[config.mk]
export PLATFORM = sky130hd
export DESIGN_NAME = cdls_ctrl
export DESIGN_NICKNAME = d
export VERILOG_FILES = /design/src/rtl/core/cdls_pkg.sv /design/src/rtl/core/cdls_ctrl.sv
export SDC_FILE = /design/constraint.sdc
export NUM_CORES = 1
export LEC_CHECK = 0
export ABC_AREA = 1
export BUFFER_PORTS_ARGS = -buffer_cell sky130_fd_sc_hd__buf_2
export CAP_MARGIN = 40
export CORE_AREA = 2 2 39 41
export CTS_BUF_LIST = sky130_fd_sc_hd__clkbuf_8
export CTS_CLUSTER_DIAMETER = 60
export DETAILED_ROUTE_END_ITERATION = 7
export DIE_AREA = 0 0 41 43
export PLACE_DENSITY_LB_ADDON = 0.25
export SYNTH_ARGS = -nofsm -noshare
export SYNTH_HDL_FRONTEND = slang
export SYNTH_SLANG_ARGS = --single-unit
[constraint.sdc]
create_clock -name clk -period 0.95 [get_ports clk]
set_input_delay 0.095 -clock clk [delete_from_list [all_inputs] [get_ports clk]]
set_output_delay 0.095 -clock clk [all_outputs]
set_load 0.05 [all_outputs]
[src/rtl/core/cdls_pkg.sv]
// Shared types, codes and helpers for the cyclic dominance lattice step core.
package cdls_pkg;

    localparam logic [1:0] CMD_LOAD  = 2'd0;
    localparam logic [1:0] CMD_EVENT = 2'd1;
    localparam logic [1:0] CMD_READ  = 2'd2;

    localparam logic [1:0] SP_EMPTY = 2'd0;
    localparam logic [1:0] SP_A     = 2'd1;
    localparam logic [1:0] SP_B     = 2'd2;
    localparam logic [1:0] SP_C     = 2'd3;

    localparam logic [2:0] DIR_PX = 3'd0;
    localparam logic [2:0] DIR_PY = 3'd1;
    localparam logic [2:0] DIR_MX = 3'd2;
    localparam logic [2:0] DIR_MY = 3'd3;
    localparam logic [2:0] DIR_PZ = 3'd4;
    localparam logic [2:0] DIR_MZ = 3'd5;

    localparam logic [2:0] OUT_NONE     = 3'd0;
    localparam logic [2:0] OUT_ATE_PREY = 3'd1;
    localparam logic [2:0] OUT_EATEN    = 3'd2;
    localparam logic [2:0] OUT_EMPTY    = 3'd3;
    localparam logic [2:0] OUT_DONE     = 3'd4;

    localparam int CNT_OUT_W = 13;

    typedef struct packed {
        logic [1:0] cmd;
        logic [3:0] x_coord;
        logic [3:0] y_coord;
        logic [3:0] z_coord;
        logic [2:0] direction;
        logic [1:0] species;
    } req_t;

    typedef struct packed {
        logic [2:0]           outcome;
        logic [1:0]           site_species;
        logic [CNT_OUT_W-1:0] count_a;
        logic [CNT_OUT_W-1:0] count_b;
        logic [CNT_OUT_W-1:0] count_c;
        logic                 fixation;
        logic [31:0]          events_done;
    } rsp_t;

    typedef struct packed {
        logic clear;
        logic capture;
        logic addr;
        logic rd_here;
        logic rd_nb;
        logic exec;
    } dp_cmd_t;

    typedef struct packed {
        logic is_event;
        logic clear_last;
    } dp_status_t;

    typedef enum logic [2:0] {
        ST_CLEAR,
        ST_IDLE,
        ST_ADDR,
        ST_RD_HERE,
        ST_RD_NB,
        ST_EXEC
    } ctrl_state_t;

    // a eats b, b eats c, c eats a
    function automatic logic [1:0] prey_of(input logic [1:0] s);
        logic [1:0] p;
        unique case (s)
            SP_EMPTY: p = SP_A;
            SP_A:     p = SP_B;
            SP_B:     p = SP_C;
            SP_C:     p = SP_A;
            default:  p = SP_A;
        endcase
        return p;
    endfunction

endpackage

[src/rtl/core/cdls_ctrl.sv]
// Sequencing state machine for the lattice step core.
module cdls_ctrl
    import cdls_pkg::*;
(
    input  logic       clk,
    input  logic       rst_n,
    input  logic       req_valid,
    output logic       req_ready,
    output logic       rsp_valid,
    input  logic       rsp_ready,
    input  dp_status_t status,
    output dp_cmd_t    cmd
);

    ctrl_state_t state_reg, state_next;
    logic        out_valid_reg, out_valid_next;

    always_ff @(posedge clk or negedge rst_n)
    begin
        if (!rst_n)
        begin
            state_reg     <= ST_CLEAR;
            out_valid_reg <= 1'b0;
        end
        else
        begin
            state_reg     <= state_next;
            out_valid_reg <= out_valid_next;
        end
    end

    always_comb
    begin
        state_next     = state_reg;
        out_valid_next = out_valid_reg && !rsp_ready;
        cmd            = '0;
        req_ready      = 1'b0;
        unique case (state_reg)
            ST_CLEAR:
            begin
                cmd.clear = 1'b1;
                if (status.clear_last)
                begin
                    state_next = ST_IDLE;
                end
            end
            ST_IDLE:
            begin
                req_ready = 1'b1;
                if (req_valid)
                begin
                    cmd.capture = 1'b1;
                    state_next  = ST_ADDR;
                end
            end
            ST_ADDR:
            begin
                cmd.addr   = 1'b1;
                state_next = ST_RD_HERE;
            end
            ST_RD_HERE:
            begin
                cmd.rd_here = 1'b1;
                state_next  = status.is_event ? ST_RD_NB : ST_EXEC;
            end
            ST_RD_NB:
            begin
                cmd.rd_nb  = 1'b1;
                state_next = ST_EXEC;
            end
            ST_EXEC:
            begin
                if (!out_valid_reg || rsp_ready)
                begin
                    cmd.exec       = 1'b1;
                    out_valid_next = 1'b1;
                    state_next     = ST_IDLE;
                end
            end
            default:
            begin
                state_next = ST_CLEAR;
            end
        endcase
    end

    assign rsp_valid = out_valid_reg;

endmodule

# --- Yosys cells after proc, flatten, opt, wreduce, memory -nomap -nowiden ---
# Cells that the tools add are included.
totals:
  regBits: 4
  in_bits: 6
  out_inout_bits: 8
  word_cells: 32
classes:
  eq_ne: 8
  n_mux: 16
  reduce_logical: 6
ops:
  columns: ["operator", "count"]
  rows:
  - ["3-bit one-hot mux with 6 select lines", 1]
  - ["1-bit two-way mux", 12]
  - ["3-bit two-way mux", 3]
  - ["3-bit by 2-bit equality test with 1-bit output (second input constant)", 2]
  - ["3-bit equality test (second input constant)", 2]
  - ["2-bit != test (second input constant)", 3]
  - ["3-bit by 1-bit equality test with 1-bit output (second input constant)", 1]
  - ["3-bit zero test", 1]
  - ["3-bit AND reduction", 1]
  - ["1-bit zero test", 2]
  - ["1-bit logical AND", 1]
  - ["1-bit logical OR", 1]

# --- Logic depth before layout (Yosys ltp) ---
depth:
  ltp_word: 4
  ltp_mapped: 6
  mapped_depth_nobuf: 5

# --- Least setup slack after synthesis ---
# No wires, ideal clock.
synth_timing:
  path_type: "register to output"
  from: "register out_valid_reg (netlist: rsp_valid)"
  to: "output port cmd[0] (netlist name)"
  arrival_time_ns: 1.367
  t_required_ns: 0.855
  setup_slack_ns: -0.512
  path_stages_with_launch: 4
  path_buffers: 0
  cell_sequence: "dfrtp_1 > inv_1 > nor2_1 > nor2_1"
synth_lines:
  columns: ["element", "line_no", "text"]
  rows:
  - ["start, declared", "cdls_ctrl.sv:16", "logic out_valid_reg, out_valid_next;"]
  - ["start signal, assigned", "cdls_ctrl.sv:28", "out_valid_reg <= out_valid_next;"]
  - ["end, declared", "cdls_ctrl.sv:12", "output dp_cmd_t cmd"]

==> flow_summary_export.csv <==
group,metric,value,unit
status,status,"complete, but fails checks",
status,violations,"negative setup slack",
timing,fin_ws,-0.297,ns
worst_setup_path,cp-end-kind,"primary output",
clocking,clkLatencyLatePin,0.22,ns
yosys,synth_edf_count,0,
placed_design,gp_congestion,0.751,
layout,largest_reg_flops,3,
run,cap_violations,0,
timing,max-slew-margin-rel,88.2,%
yosys,synth_seq_cells,4,
yosys,syn_nets,54,
power,leakage,0.000307,µW
clocking,cts_buffers,3,
global_routing,grt_overflow,0,
timing,tns,-2.21,ns
layout,nNetsFinal,80,
yosys,synthArstFlopShare,100,%
floorplanning,die_h,43,µm
timing,setup_viol,10,
worst_setup_path,reg2reg_setup_slack,-0.14,ns
worst_setup_path,r2r_start,"state_reg[1]",
global_routing,antenna_found_initial,0,
placed_design,port-buffer-count,13,
worst_setup_path,worst-setup-path-type,"reg2out",
hold_path,hp-class,"in2async",
clocking,cts_tree,"built",
routing,wl,774,µm
layout,antenna_cells,0,
yosys,syn_area_per_cell,6.10,µm²
yosys,synthTopCellsByArea,"dfrtp_1 34%, nor2_1 17%, inv_1 14%, nand2_1 9.0%, nand3_1 8.5%",
timing,tightest_slew,0.177,ns
floorplanning,die-area,1760,µm²
yosys,postSynthCellCount,48,
routing,vias,356,
routing,dr.pass1.iters,2,
worst_setup_path,worst_ep_arrival_time,1.15,ns
layout,design_area,656,µm²
worst_setup_path,reg2reg_depth,6,
yosys,yosysTopAreaCell,"dfrtp_1",
clocking,clock-sinks,4,
timing,skew,0.00521,ns
clocking,htreeDepth,1,
layout,fillCellCount,143,
routing,vias_per_cell,4.00,
yosys,syn-cell-area,293,µm²
floorplanning,core_area,1380,µm²
yosys,yosysUniqueCellTypes,11,
yosys,yosysSeqAreaShare,34.2,%
timing,fmax,802,MHz
global_routing,grt_first_pass_wirelength,1.25,mm
floorplanning,fp.dieW,41,µm
placed_design,hpwlAfterDp,565,µm
clocking,clk_pin_slew,0.03,ns
floorplanning,rows,14,
yosys,ys.flop_type,"dfrtp_1",
yosys,ys_top_cells_by_count,"13 x nor2_1, 11 x inv_1, 7 x nand2_1",
worst_setup_path,required,0.85,ns
floorplanning,io_pins,14,
worst_setup_path,worstSetupStartpointType,"flip-flop",
yosys,yosysMostFrequentCell,"nor2_1",
yosys,yosysWarnings,0,
global_routing,grt_start_max_net_pins,7,
worst_setup_path,timing.rr.end,"state_reg[0]",
layout,synthToLayoutAreaGrowth,124,%
worst_setup_path,path_max_fanout,5,
global_routing,grt_pass1_vias,304,
routing,drc,0,
layout,multi_input_area,209,µm²
timing,period_needed,1.25,ns
global_routing,grt_use_total,10.7,%
layout,drive_above_1_share,69.9,%
placed_design,placed_area,458,µm²
routing,post_drt_wl_per_cell,8.70,µm
timing,period_share,131,%
layout,layout.area.seq,105,µm²
power,power_per_cell_area,3960,nW/µm²
routing,ant_nets,0,
clocking,clockBufferDepth,2,
timing,hold_violations,0,
clocking,cts-root-buf,"clkbuf_8",
floorplanning,start_util,21.2,%
timing,maxSlewViolCount,0,
timing,rsz0062_at_grt,"yes",
power,vdd_drop_max,0.00183,V
routing,drt-initial-drc-count,3,
yosys,synth_top_area_share,34.2,%
power breakdown:
| group | switching, µW | internal [µW] |
|---|---|---|
| clock | 87.2 | 275 |
| combinational | 1050 | 769 |
| sequential | 154 | 259 |
| total | 1290 | 1300 |
layer usage:
layer  vias up  track usage, %  routed length (µm)
met4         0            6.00                   0
met1       152            14.5                 339
met3         0            5.76                  56
met5         -               0                   0
li1        194               -                   -
met2        10            13.1                 378
worst max-delay path, cell delays in order, from the launching register on:
cell and delay, ns:
dfrtp_2 0.46, inv_4 0.11, nand3_4 0.10, nor2_4 0.11, buf_8 0.15
layout make-up:
type,instances,area share [%]
Inverter,13,10.5
Clock inverter,1,0.573
Multi-Input combinational cell,30,31.9
Sequential cell,4,16.0
Clock buffer,3,6.30
Tap cell,16,3.05
Timing Repair Buffer,22,31.7
metrics by stage:
stage | util [%] | cells | hold slack [ns] | worst slack [ns] | power (µW)
2_1_floorplan | - | 48 | -0.201 | -0.0841 | 1440
3_3_place_gp | 33.1 | 80 | -0.0969 | -0.214 | 1700
3_5_place_dp | 33.1 | 80 | -0.0978 | -0.251 | 1710
4_1_cts | 45.7 | 88 | 0.180 | -0.304 | 2540
5_1_grt | 47.4 | 89 | 0.224 | -0.360 | 2770
6_report | 47.4 | 89 | 0.209 | -0.297 | 2590
how the worst max path moves through the flow:
stage / to / start / cells after the start / slack [ns]
4_1_cts: cmd[2] / state_reg[0] / 5 / -0.30
3_5_place_dp: cmd[2] / state_reg[0] / 5 / -0.25
3_3_place_gp: cmd[3] / state_reg[2] / 4 / -0.21
2_1_floorplan: cmd[2] / state_reg[0] / 5 / -0.08
5_1_grt: cmd[2] / state_reg[0] / 5 / -0.36
6_report: cmd[4] / state_reg[2] / 4 / -0.30
what timing repair did:
item,CTS,global route
hold buffers,1,0
gates resized for setup,32,5
setup buffers,3,1
endpoints found under the hold margin,4,0
endpoints found under the setup margin,12,11
pin swaps,4,1
gates cloned,0,0
cells by family (layout without fill, tap and decap cells):
group | after synthesis | count (layout) | share of synthesized area [%]
simple gates | 27 | 27 | 40.2
buf+inv | 14 | 39 | 20.5
flops | 4 | 4 | 34.2
compound gates | 3 | 3 | 5.13
placed cells by master, fill, tap and decap left out, types with 2 or more instances in the layout:
cell type | netlist | final
inv_2 | 2 | 2
dfrtp_2 | 0 | 4
nand3_1 | 5 | 4
nand2_1 | 7 | 3
buf_2 | 0 | 5
nand2_2 | 0 | 4
inv_4 | 0 | 2
nor2_2 | 0 | 2
inv_1 | 11 | 6
buf_8 | 0 | 5
clkinvlp_4 | 0 | 4
buf_6 | 1 | 4
nor2_1 | 13 | 5
clkbuf_8 | 0 | 3
nor2_4 | 0 | 6
buf_4 | 0 | 7
No activity file was read; power rests on OpenSTA's default activity.
